<file path="config.mk">
export PLATFORM = sky130hd
export DESIGN_NAME = counting_semaphore_fifo_waiters
export DESIGN_NICKNAME = d
export VERILOG_FILES = /design/src/rtl/csfw_pkg.sv /design/src/rtl/csfw_ram.sv /design/src/rtl/counting_semaphore_fifo_waiters.sv
export SDC_FILE = /design/constraint.sdc
export NUM_CORES = 1
export LEC_CHECK = 0
export BUFFER_PORTS_ARGS = -buffer_cell sky130_fd_sc_hd__buf_2
export CELL_PAD_IN_SITES_DETAIL_PLACEMENT = 0
export CELL_PAD_IN_SITES_GLOBAL_PLACEMENT = 1
export CORE_ASPECT_RATIO = 0.6
export CORE_MARGIN = 2
export CORE_UTILIZATION = 45
export CTS_CLUSTER_DIAMETER = 50
export DETAILED_ROUTE_END_ITERATION = 8
export GPL_TIMING_DRIVEN = 0
export PLACE_DENSITY_LB_ADDON = 0.1
export SLEW_MARGIN = 15
export SYNTH_ARGS = -nofsm -noshare
export SYNTH_HDL_FRONTEND = slang
export SYNTH_SLANG_ARGS = --single-unit
</file>
<file path="constraint.sdc">
create_clock -name clk -period 3.7 [get_ports clk]
set_clock_uncertainty 0.15 [all_clocks]
set_input_delay 0.74 -clock clk [delete_from_list [all_inputs] [get_ports clk]]
set_output_delay 0.74 -clock clk [all_outputs]
set_load 0.01 [all_outputs]
</file>
<file path="src/rtl/csfw_pkg.sv">
// ----------------------------------------------------------------------------
// csfw_pkg
// Shared constants for the counting semaphore with a FIFO wait queue.
// ----------------------------------------------------------------------------
package csfw_pkg;

  localparam int unsigned QUEUE_DEPTH_DEF = 16;
  localparam int unsigned ID_BITS_DEF     = 8;
  localparam int unsigned COUNT_BITS_DEF  = 16;

  localparam int unsigned KIND_W  = 2;
  localparam int unsigned EVENT_W = 3;

  localparam logic [KIND_W-1:0] KIND_WAIT    = 2'd0;
  localparam logic [KIND_W-1:0] KIND_SIGNAL  = 2'd1;
  localparam logic [KIND_W-1:0] KIND_CANCEL  = 2'd2;
  localparam logic [KIND_W-1:0] KIND_DESTROY = 2'd3;

  localparam logic [EVENT_W-1:0] EV_GRANTED    = 3'd0;
  localparam logic [EVENT_W-1:0] EV_QUEUED     = 3'd1;
  localparam logic [EVENT_W-1:0] EV_WOKEN      = 3'd2;
  localparam logic [EVENT_W-1:0] EV_REMOVED    = 3'd3;
  localparam logic [EVENT_W-1:0] EV_NOT_FOUND  = 3'd4;
  localparam logic [EVENT_W-1:0] EV_NONE_WOKEN = 3'd5;
  localparam logic [EVENT_W-1:0] EV_FULL       = 3'd6;

endpackage

</file>
<file path="src/rtl/csfw_ram.sv">
// ----------------------------------------------------------------------------
// csfw_ram
// Wait queue storage: one write port, one read port, registered read data.
// ----------------------------------------------------------------------------
module csfw_ram #(
  parameter int unsigned DEPTH = 16,
  parameter int unsigned WIDTH = 8
) (
  input  logic                     clk,
  input  logic                     we,
  input  logic [$clog2(DEPTH)-1:0] waddr,
  input  logic [WIDTH-1:0]         wdata,
  input  logic                     re,
  input  logic [$clog2(DEPTH)-1:0] raddr,
  output logic [WIDTH-1:0]         rdata
);

  logic [WIDTH-1:0] mem [DEPTH];

  always_ff @(posedge clk) begin
    if (we) begin
      mem[waddr] <= wdata;
    end
  end

  always_ff @(posedge clk) begin
    if (re) begin
      rdata <= mem[raddr];
    end
  end

endmodule

</file>
<file path="src/rtl/counting_semaphore_fifo_waiters.sv">
// ----------------------------------------------------------------------------
// counting_semaphore_fifo_waiters
// Counting semaphore with a circular FIFO queue of waiting process ids.
// ----------------------------------------------------------------------------
// Input channel s_axis: tuser = kind (wait, signal, cancel, destroy),
// tdata = process id. Output channel m_axis: tuser = event code,
// tdata = process id, tlast marks the final result of an input item.
// One item is worked on at a time; s_axis_tready is high only while idle.
// The queue sits in a RAM with one read port, addressed relative to a head
// pointer; each queue read has a request state and a state that uses the data:
//   wait            one state, one result
//   signal/destroy  a request and a data state per waiter woken (a none-woken result when none is)
//   cancel          a search (request, check) per entry up to the match, then a
//                   shift (request, write) per entry moved up, then the result
// The output register lets the next item be taken while the final result
// waits; a stalled m_axis_tready holds the sequencer before each result.
// Reset (rst, synchronous) empties the queue and clears the count; the RAM
// keeps its contents and needs no clearing pass. Destroy, like reset, ends
// with the queue empty and the count clear.
// ----------------------------------------------------------------------------
module counting_semaphore_fifo_waiters
  import csfw_pkg::*;
#(
  parameter int unsigned QUEUE_DEPTH = QUEUE_DEPTH_DEF,
  parameter int unsigned ID_BITS     = ID_BITS_DEF,
  parameter int unsigned COUNT_BITS  = COUNT_BITS_DEF
) (
  input  logic                            clk,
  input  logic                            rst,
  input  logic                            s_axis_tvalid,
  output logic                            s_axis_tready,
  input  logic [((ID_BITS+7)/8)*8-1:0]    s_axis_tdata,   // process_id
  input  logic [KIND_W-1:0]               s_axis_tuser,   // kind
  output logic                            m_axis_tvalid,
  input  logic                            m_axis_tready,
  output logic [((ID_BITS+7)/8)*8-1:0]    m_axis_tdata,   // process_id_res
  output logic [EVENT_W-1:0]              m_axis_tuser,   // event_res
  output logic                            m_axis_tlast
);

  localparam int unsigned PTR_W = $clog2(QUEUE_DEPTH);
  localparam int unsigned CNT_W = $clog2(QUEUE_DEPTH + 1);
  localparam int unsigned DW    = ((ID_BITS + 7) / 8) * 8;

  localparam logic [3:0] ST_IDLE      = 4'd0;
  localparam logic [3:0] ST_WAIT      = 4'd1;
  localparam logic [3:0] ST_POP_REQ   = 4'd2;
  localparam logic [3:0] ST_POP_DATA  = 4'd3;
  localparam logic [3:0] ST_SRCH_REQ  = 4'd4;
  localparam logic [3:0] ST_SRCH_CHK  = 4'd5;
  localparam logic [3:0] ST_SHIFT_REQ = 4'd6;
  localparam logic [3:0] ST_SHIFT_WR  = 4'd7;
  localparam logic [3:0] ST_CANCEL    = 4'd8;

  logic [3:0]            state;
  logic [COUNT_BITS-1:0] count;
  logic [COUNT_BITS-1:0] budget;
  logic [CNT_W-1:0]      total;
  logic [CNT_W-1:0]      off;
  logic [PTR_W-1:0]      head;
  logic [PTR_W-1:0]      hole;
  logic [PTR_W-1:0]      rd_addr;
  logic [ID_BITS-1:0]    pid;
  logic                  drain;
  logic                  found;

  logic [CNT_W-1:0]      off_sel;
  logic [CNT_W:0]        addr_sum;
  logic [PTR_W-1:0]      qaddr;
  logic [PTR_W-1:0]      head_inc;
  logic [COUNT_BITS-1:0] count_inc;
  logic                  out_free;
  logic                  q_full;
  logic                  pop_last;

  logic                  ram_we;
  logic [PTR_W-1:0]      ram_waddr;
  logic [ID_BITS-1:0]    ram_wdata;
  logic                  ram_re;
  logic [PTR_W-1:0]      ram_raddr;
  logic [ID_BITS-1:0]    ram_rdata;

  // queue offset to RAM address, wrapping round the circular buffer
  assign off_sel  = (state == ST_WAIT) ? total : off;
  assign addr_sum = (CNT_W+1)'(head) + (CNT_W+1)'(off_sel);
  assign qaddr    = (addr_sum >= (CNT_W+1)'(QUEUE_DEPTH))
                    ? PTR_W'(addr_sum - (CNT_W+1)'(QUEUE_DEPTH))
                    : PTR_W'(addr_sum);
  assign head_inc = (head == PTR_W'(QUEUE_DEPTH - 1)) ? '0 : head + 1'b1;

  assign count_inc = (&count) ? count : count + 1'b1;
  assign out_free  = !m_axis_tvalid || m_axis_tready;
  assign q_full    = (total == CNT_W'(QUEUE_DEPTH));
  assign pop_last  = (total == CNT_W'(1)) || (!drain && budget == COUNT_BITS'(1));

  assign s_axis_tready = (state == ST_IDLE);

  always_comb begin
    ram_we    = 1'b0;
    ram_waddr = qaddr;
    ram_wdata = pid;
    ram_re    = 1'b0;
    ram_raddr = qaddr;
    case (state)
      ST_WAIT: begin
        ram_we = out_free && count == '0 && !q_full;
      end
      ST_POP_REQ: begin
        ram_re    = (drain || budget != '0) && total != '0;
        ram_raddr = head;
      end
      ST_SRCH_REQ, ST_SHIFT_REQ: begin
        ram_re = (off != total);
      end
      ST_SHIFT_WR: begin
        ram_we    = 1'b1;
        ram_waddr = hole;
        ram_wdata = ram_rdata;
      end
      default: begin
      end
    endcase
  end

  csfw_ram #(
    .DEPTH (QUEUE_DEPTH),
    .WIDTH (ID_BITS)
  ) u_ram (
    .clk   (clk),
    .we    (ram_we),
    .waddr (ram_waddr),
    .wdata (ram_wdata),
    .re    (ram_re),
    .raddr (ram_raddr),
    .rdata (ram_rdata)
  );

  always_ff @(posedge clk) begin
    if (ram_re) begin
      rd_addr <= ram_raddr;
    end
  end

  always_ff @(posedge clk) begin
    if (rst) begin
      state         <= ST_IDLE;
      count         <= '0;
      total         <= '0;
      head          <= '0;
      m_axis_tvalid <= 1'b0;
    end else begin
      if (m_axis_tready) begin
        m_axis_tvalid <= 1'b0;
      end
      case (state)
        ST_IDLE: begin
          if (s_axis_tvalid) begin
            pid   <= s_axis_tdata[ID_BITS-1:0];
            off   <= '0;
            found <= 1'b0;
            drain <= (s_axis_tuser == KIND_DESTROY);
            case (s_axis_tuser)
              KIND_WAIT: begin
                state <= ST_WAIT;
              end
              KIND_SIGNAL: begin
                count  <= count_inc;
                budget <= count_inc;
                state  <= ST_POP_REQ;
              end
              KIND_CANCEL: begin
                state <= ST_SRCH_REQ;
              end
              default: begin
                state <= ST_POP_REQ;
              end
            endcase
          end
        end

        ST_WAIT: begin
          if (out_free) begin
            m_axis_tvalid <= 1'b1;
            m_axis_tdata  <= DW'(pid);
            m_axis_tlast  <= 1'b1;
            if (count != '0) begin
              count        <= count - 1'b1;
              m_axis_tuser <= EV_GRANTED;
            end else if (!q_full) begin
              total        <= total + 1'b1;
              m_axis_tuser <= EV_QUEUED;
            end else begin
              m_axis_tuser <= EV_FULL;
            end
            state <= ST_IDLE;
          end
        end

        ST_POP_REQ: begin
          if (ram_re) begin
            state <= ST_POP_DATA;
          end else if (out_free) begin
            // nobody to wake
            m_axis_tvalid <= 1'b1;
            m_axis_tdata  <= '0;
            m_axis_tuser  <= EV_NONE_WOKEN;
            m_axis_tlast  <= 1'b1;
            if (drain) begin
              count <= '0;
              head  <= '0;
            end
            state <= ST_IDLE;
          end
        end

        ST_POP_DATA: begin
          if (out_free) begin
            m_axis_tvalid <= 1'b1;
            m_axis_tdata  <= DW'(ram_rdata);
            m_axis_tuser  <= EV_WOKEN;
            m_axis_tlast  <= pop_last;
            head          <= head_inc;
            total         <= total - 1'b1;
            budget        <= budget - 1'b1;
            if (!drain && count != '0) begin
              count <= count - 1'b1;
            end
            if (pop_last) begin
              state <= ST_IDLE;
              if (drain) begin
                count <= '0;
                total <= '0;
                head  <= '0;
              end
            end else begin
              state <= ST_POP_REQ;
            end
          end
        end

        ST_SRCH_REQ: begin
          state <= (off == total) ? ST_CANCEL : ST_SRCH_CHK;
        end

        ST_SRCH_CHK: begin
          off <= off + 1'b1;
          if (ram_rdata == pid) begin
            found <= 1'b1;
            hole  <= rd_addr;
            state <= ST_SHIFT_REQ;
          end else begin
            state <= ST_SRCH_REQ;
          end
        end

        ST_SHIFT_REQ: begin
          state <= (off == total) ? ST_CANCEL : ST_SHIFT_WR;
        end

        ST_SHIFT_WR: begin
          hole  <= rd_addr;
          off   <= off + 1'b1;
          state <= ST_SHIFT_REQ;
        end

        ST_CANCEL: begin
          if (out_free) begin
            m_axis_tvalid <= 1'b1;
            m_axis_tdata  <= DW'(pid);
            m_axis_tuser  <= found ? EV_REMOVED : EV_NOT_FOUND;
            m_axis_tlast  <= 1'b1;
            if (found) begin
              total <= total - 1'b1;
            end
            state <= ST_IDLE;
          end
        end

        default: begin
          state <= ST_IDLE;
        end
      endcase
    end
  end

endmodule

</file>
* After elaboration in Yosys (flattened, before gate mapping) *
Memories as Yosys holds them, arrays and structs flattened. A register that Yosys moved wholly into a read port is not among the register bits.
Cells that the tools add are included.

operators by class
  $add $sub $neg = 9
  order comparisons = 1
  equal/unequal tests = 32
  muxes and demuxes = 80
  bitwise logic cells = 1
  reduce and logical (&&, ||, !) cells = 43

operator list
  cell                   number
  $mux 16                13
  $mux 4                 17
  $pmux 16 s4            1
  $mux 5                 10
  $mux 8                 5
  $pmux 16 s2            1
  $pmux 4 s8             1
  $reduce_bool 16->1     2
  $sub 16x1->16 const B  2
  $mux 3                 8
  $pmux 8 s3             1
  $ne 2x2->1 const B     11
  $add 16x1->16 const B  1
  $eq 16x1->1 const B    1
  $eq 4x3->1 const B     4
  $logic_not 16->1       1
  $pmux 4 s2             2
  $reduce_and 16->1      1
  $pmux 5 s3             1
  $reduce_and 7->1       2
  $pmux 3 s4             1
  $add 5x1->5 const B    2
  $mux 1                 10
  $pmux 5 s2             1
  other kinds (38)       67

storage, ports and cells
  register bits = 81
  bits in writable memories = 128
  input port bits = 14
  output and inout bits = 14
  logic and storage cells = 182
  memories kept = 1

memories
  name       depth  bits a word  read ports  clocked after memory_dff  wr ports  RTL line        text
  u_ram.mem  16     8            1           1                         1         csfw_ram.sv:18  logic [WIDTH-1:0] mem [DEPTH];

* Longest topological paths before layout *
  word-level depth = 7
  depth in mapped cells = 13
  gate-level depth less buffers = 11

* Cells and area by module *
Synthesis repeated with hierarchy kept, for this count alone.

unflattened totals
  cells, all modules = 859
  area, all modules = 10847.9 um2

by module, submodules not included
  module                           times used  cells an instance  area each (um2)
  counting_semaphore_fifo_waiters  1           630                5620.4
  csfw_ram                         1           229                5227.5

* Worst setup path before layout *
OpenSTA, ideal clock, no wires.

  kind = register -> register
  start = register state[1]
  end = register u_ram.rdata[0] (read register of u_ram.mem), data pin
  setup time = 0.272 ns
  arrival time = 3.388 ns
  required time = 3.278 ns
  path slack = -0.110 ns
  stages on the path, launching flop included = 14
  clock period less this slack = 3.810 ns
  cell sequence = dfxtp_1 > clkbuf_1 > nor2_1 > nand2b_1 > clkbuf_1 > nand2_1 > o21ai_0 > ha_1 > inv_1 > fa_1 > xor2_1 > nor2_1 > a21oi_1 > mux4_2

on the way
  longest elaborated chain between the ends = 6
  elaborated cells on any way between the ends = 12

RTL lines
  item                                       RTL line                                                                      text
  from (decl)                                counting_semaphore_fifo_waiters.sv:55                                         logic [3:0] state;
  from (signal assigned)                     counting_semaphore_fifo_waiters.sv:242                                        state <= (off == total) ? ST_CANCEL : ST_SRCH_CHK;
  from (signal assigned)                     counting_semaphore_fifo_waiters.sv:257                                        state <= (off == total) ? ST_CANCEL : ST_SHIFT_WR;
  $eq 4x1->1                                 counting_semaphore_fifo_waiters.sv:84                                         assign off_sel = (state == ST_WAIT) ? total : off;
  $mux 5                                     counting_semaphore_fifo_waiters.sv:84
  $add 4x5->6                                counting_semaphore_fifo_waiters.sv:85                                         assign addr_sum = (CNT_W+1)'(head) + (CNT_W+1)'(off_sel);
  $ge 6x5->1 or $sub 4x1->4 (tied branches)  counting_semaphore_fifo_waiters.sv:86, counting_semaphore_fifo_waiters.sv:87
  $mux 4                                     counting_semaphore_fifo_waiters.sv:87                                         ? PTR_W'(addr_sum - (CNT_W+1)'(QUEUE_DEPTH))
  $mux 4                                     counting_semaphore_fifo_waiters.sv:104                                        case (state)
  to (decl)                                  csfw_ram.sv:15                                                                output logic [WIDTH-1:0] rdata

Parallel ways exist; a longest one is shown, timed or not.
A chain may end at the register's enable or synchronous reset.

* Worst setup path after layout *
  start = register state[2]
  end = register u_ram.rdata[3] (read register of u_ram.mem), data pin

The elaborated chain is that of the path after synthesis.

==> results.py <==
metrics = {
    "timing": {
        "setup_violations": 0,
        "hold_violations": 0,
        "min_period_over_period_pct": 96.16,
        "worst_pin_slew_ns": 1.083,
        "rsz0062_at_grt": "no",
        "fmax_mhz": 281.1,
        "tns_ns": 0,
        "min_period_ns": 3.558,
        "slew_violations": 0,
        "slew_headroom_pct": 27.10,
    },
    "drt": {
        "topRoutingLayerUsed": "met4",
        "vias": 8030,
        "drc": 0,
        "drt_pass1_iterations": 6,
        "routed-wl-met3_mm": 4.008,
        "first_iter_violations": 1217,
        "routed_wirelength_mm": 32.75,
        "wl_met2_mm": 11.87,
        "viasPerCell": 6.358,
        "m1WireLength_mm": 16.44,
        "ant_nets": 0,
        "wl_per_cell_um": 25.93,
    },
    "logic_synthesis": {
        "synthCells": 863,
        "yosysWarnings": 0,
        "synth_top_flop_cell": "edfxtp_1",
        "synth_cell_type_count": 75,
        "synth.net_count": 892,
        "synth_edf_count": 187,
        "synthArstFlopShare_pct": 0,
        "avgSynthCellArea_um2": 12.52,
        "synth_area_um2": 10800,
        "yosys_register_bits": 217,
        "yosysSeqAreaShare_pct": 57.54,
    },
    "power": {
        "p_leak_nw": 4.092,
        "ir_drop_mv": 0.2826,
        "powerDensity_nw_per_um2": 509.0,
    },
    "setup_path": {
        "end_kind": "flip-flop",
        "arrival_ns": 3.65,
        "crit_type": "flip-flop to flip-flop",
        "path_buf_inv": 3,
        "cp.depth": 12,
        "rr_endpoint": "u_ram.rdata[3]",
        "crit_family": "multiplexers",
        "cp_common_cell": "mux4_2",
        "crit_required_ns": 3.79,
        "crit_end": "u_ram.rdata[3]",
        "slowest_delay_ns": 0.54,
        "critPathLaunchType": "flip-flop",
        "ff2ff_setup_slack_ns": 0.14,
        "rr_startpoint": "state[2]",
        "critPathSlowestCell": "dfxtp_1",
        "crit_chain": "nor2_4 > nand2b_4 > nand2_1 > o21ai_2 > ha_1 > inv_1 > fa_1 > mux2i_4 > buf_12 > clkbuf_4 > mux4_2 > mux4_2",
        "critPathMaxFanout": 9,
        "cp-startpoint": "state[2]",
        "rr_worst_depth": 12,
    },
    "placed_design": {
        "numPortBuffers": 26,
        "dp_hpwl_mm": 23.73,
        "gp_congestion": 0.9371,
    },
    "global_routing": {
        "track_usage_pct": 26.37,
        "grt-ovfl-total": 0,
        "grt_pass1_vias": 7418,
        "grt_antenna_before_repair": 1,
        "grt_pass1_wl_mm": 48.09,
        "grt_max_degree": 17,
    },
    "floorplanning": {
        "dieArea_um2": 25300,
        "die_w_um": 204.0,
        "start_util_pct": 46.27,
        "boundaryPins": 28,
        "coreArea_um2": 23350,
        "die_h_um": 124.0,
        "std_cell_rows": 43,
    },
    "cells_and_area": {
        "drive_gt1_share_pct": 19.83,
        "antenna_cells": 0,
        "nNetsFinal": 961,
        "fin_util_pct": 53.63,
        "area_growth_pct": 15.91,
    },
    "clock_tree": {
        "cts_made_buffers": 22,
        "h-tree-depth": 1,
        "clkLatencyLatePin_ns": 0.52,
        "cts_sinks": 217,
        "root_buffer": "clkbuf_16",
        "cts_tree": "yes",
        "cts_buffer_depth": 3,
        "postCtsHoldBufs": 0,
        "clk_pin_slew_worst_paths_ns": 0.07,
    },
    "hold_path": {
        "worstHoldPathType": "input port to flip-flop",
    },
    "run": {
        "cap_viol_max_count": 0,
    },
    "status": {
        "run_status": "completed",
    },
}
## routing by layer
layer / vias up / GRT usage [%]
met3: 33 / 8.556
met4: 0 / 4.121
met1: 4031 / 44.43
met2: 454 / 31.97
met5: - / 0
li1: 3512 / -
## synth_stat cells (4+ instances only)
cell type	instances	area share, %
edfxtp_1	187	52
nor2_1	73	2.5
nand2_1	63	2.2
a21oi_1	44	2.0
clkbuf_1	41	1.4
o21ai_0	41	1.9
mux4_2	40	8.3
dfxtp_1	30	5.6
nand3_1	27	1.3
nor3_1	27	1.3
inv_1	24	0.83
xor2_1	21	1.7
xnor2_1	20	1.6
a31oi_1	15	0.87
nor4_1	15	0.87
ha_1	14	1.6
nand4_1	10	0.58
mux2i_1	9	0.83
a22o_1	8	0.65
mux2_2	8	0.83
nand2b_1	8	0.46
a21o_1	7	0.49
o31ai_1	7	0.49
or3_1	7	0.41
and2_1	6	0.35
buf_2	6	0.28
a311oi_1	5	0.41
nor3b_1	5	0.35
a211oi_1	4	0.28
and3_1	4	0.23
buf_1	4	0.14
nand3b_1	4	0.28
nor4_2	4	0.46
nor4b_1	4	0.32
o2111ai_1	4	0.32
o211ai_1	4	0.28
o311ai_0	4	0.32
o41ai_1	4	0.32
## cell type report
| cell class | count | area (um2) |
|---|---|---|
| Fill cell | 1992 | 10830 |
| Sequential cell | 217 | 6221 |
| Multi-Input combinational cell | 571 | 4516 |
| Clock buffer | 26 | 586.8 |
| Tap cell | 315 | 394.1 |
| Timing Repair Buffer | 47 | 330.3 |
| Buffer | 49 | 237.7 |
| Clock inverter | 14 | 146.4 |
| Inverter | 24 | 90.09 |
## cell families (layout without fill, tap and decap cells)
group                      count (synthesis)  count (layout)  synth area share, %
muxes                                     57              57                10.01
adders and majority gates                 15              15                1.807
and+or+nand+nor                          272             272                12.82
AOI/OAI and AO/OA                        184             184                11.47
DFF                                      217             217                57.54
buffers and inverters                     75             160                2.675
xor gates and xnor gates                  43              43                3.683
## stage by stage
| step | hold WS (ns) | instances | instance area, um2 | worst slack [ns] | total power (W) |
|---|---|---|---|---|---|
| 6_report | 0.2514 | 1263 | 12520 | 0.1423 | 0.006374 |
| 5_1_grt | 0.2444 | 1263 | 12520 | 0.006852 | 0.006586 |
| 4_1_cts | 0.2360 | 1258 | 12390 | -0.03117 | 0.006332 |
| 3_5_place_dp | 0.2583 | 1208 | 11390 | -1.013 | 0.004004 |
| 3_3_place_gp | 0.2511 | 1204 | 11330 | -1.005 | 0.003993 |
| 2_1_floorplan | 0.2503 | 863 | 10810 | 0.07838 | 0.003620 |
## repair_timing
action                                  in CTS  in global routing
endpoints found under the setup margin     148                147
gates resized for setup                     46                 15
pin swaps                                    2                  1
gates cloned                                 2                  0
buffers inserted                             9                  6
## state kept, by name, summed over array words and instances, names as in the netlist
| register | flops |
|---|---|
| u_ram.mem | 128 |
| budget | 16 |
| count | 16 |
| m_axis_tdata | 8 |
| pid | 8 |
| u_ram.rdata | 8 |
| off | 5 |
| total | 5 |
| head | 4 |
| hole | 4 |
| rd_addr | 4 |
| state | 4 |
| m_axis_tuser | 3 |
| drain | 1 |
| found | 1 |
| m_axis_tlast | 1 |
| m_axis_tvalid | 1 |
## cells in the final DEF, fill, tap and decap left out, types with 27 or more instances in the layout
master      n
nand2_1    63
o21ai_0    39
nor2_1     56
mux4_2     40
nand3_1    27
edfxtp_1  187
dfxtp_1    28
a21oi_1    43
buf_2      30
clkbuf_1   38
## power by group
part | internal [W] | switching, W | total (W)
clock network | 0.00129 | 0.000982 | 0.00227
registers | 0.00275 | 0.0000567 | 0.00281
logic | 0.000475 | 0.000817 | 0.00129
total | 0.00452 | 0.00186 | 0.00637
## worst min path at each step
stage	from	end	cells past startpoint
5_1_grt	s_axis_tdata[3]	pid[3]	1
6_report	s_axis_tdata[3]	pid[3]	1
3_3_place_gp	rd_addr[3]	hole[3]	0
2_1_floorplan	rd_addr[0]	hole[0]	0
3_5_place_dp	rd_addr[2]	hole[2]	0
4_1_cts	s_axis_tdata[3]	pid[3]	1
Power figures use the tool's default switching activity.
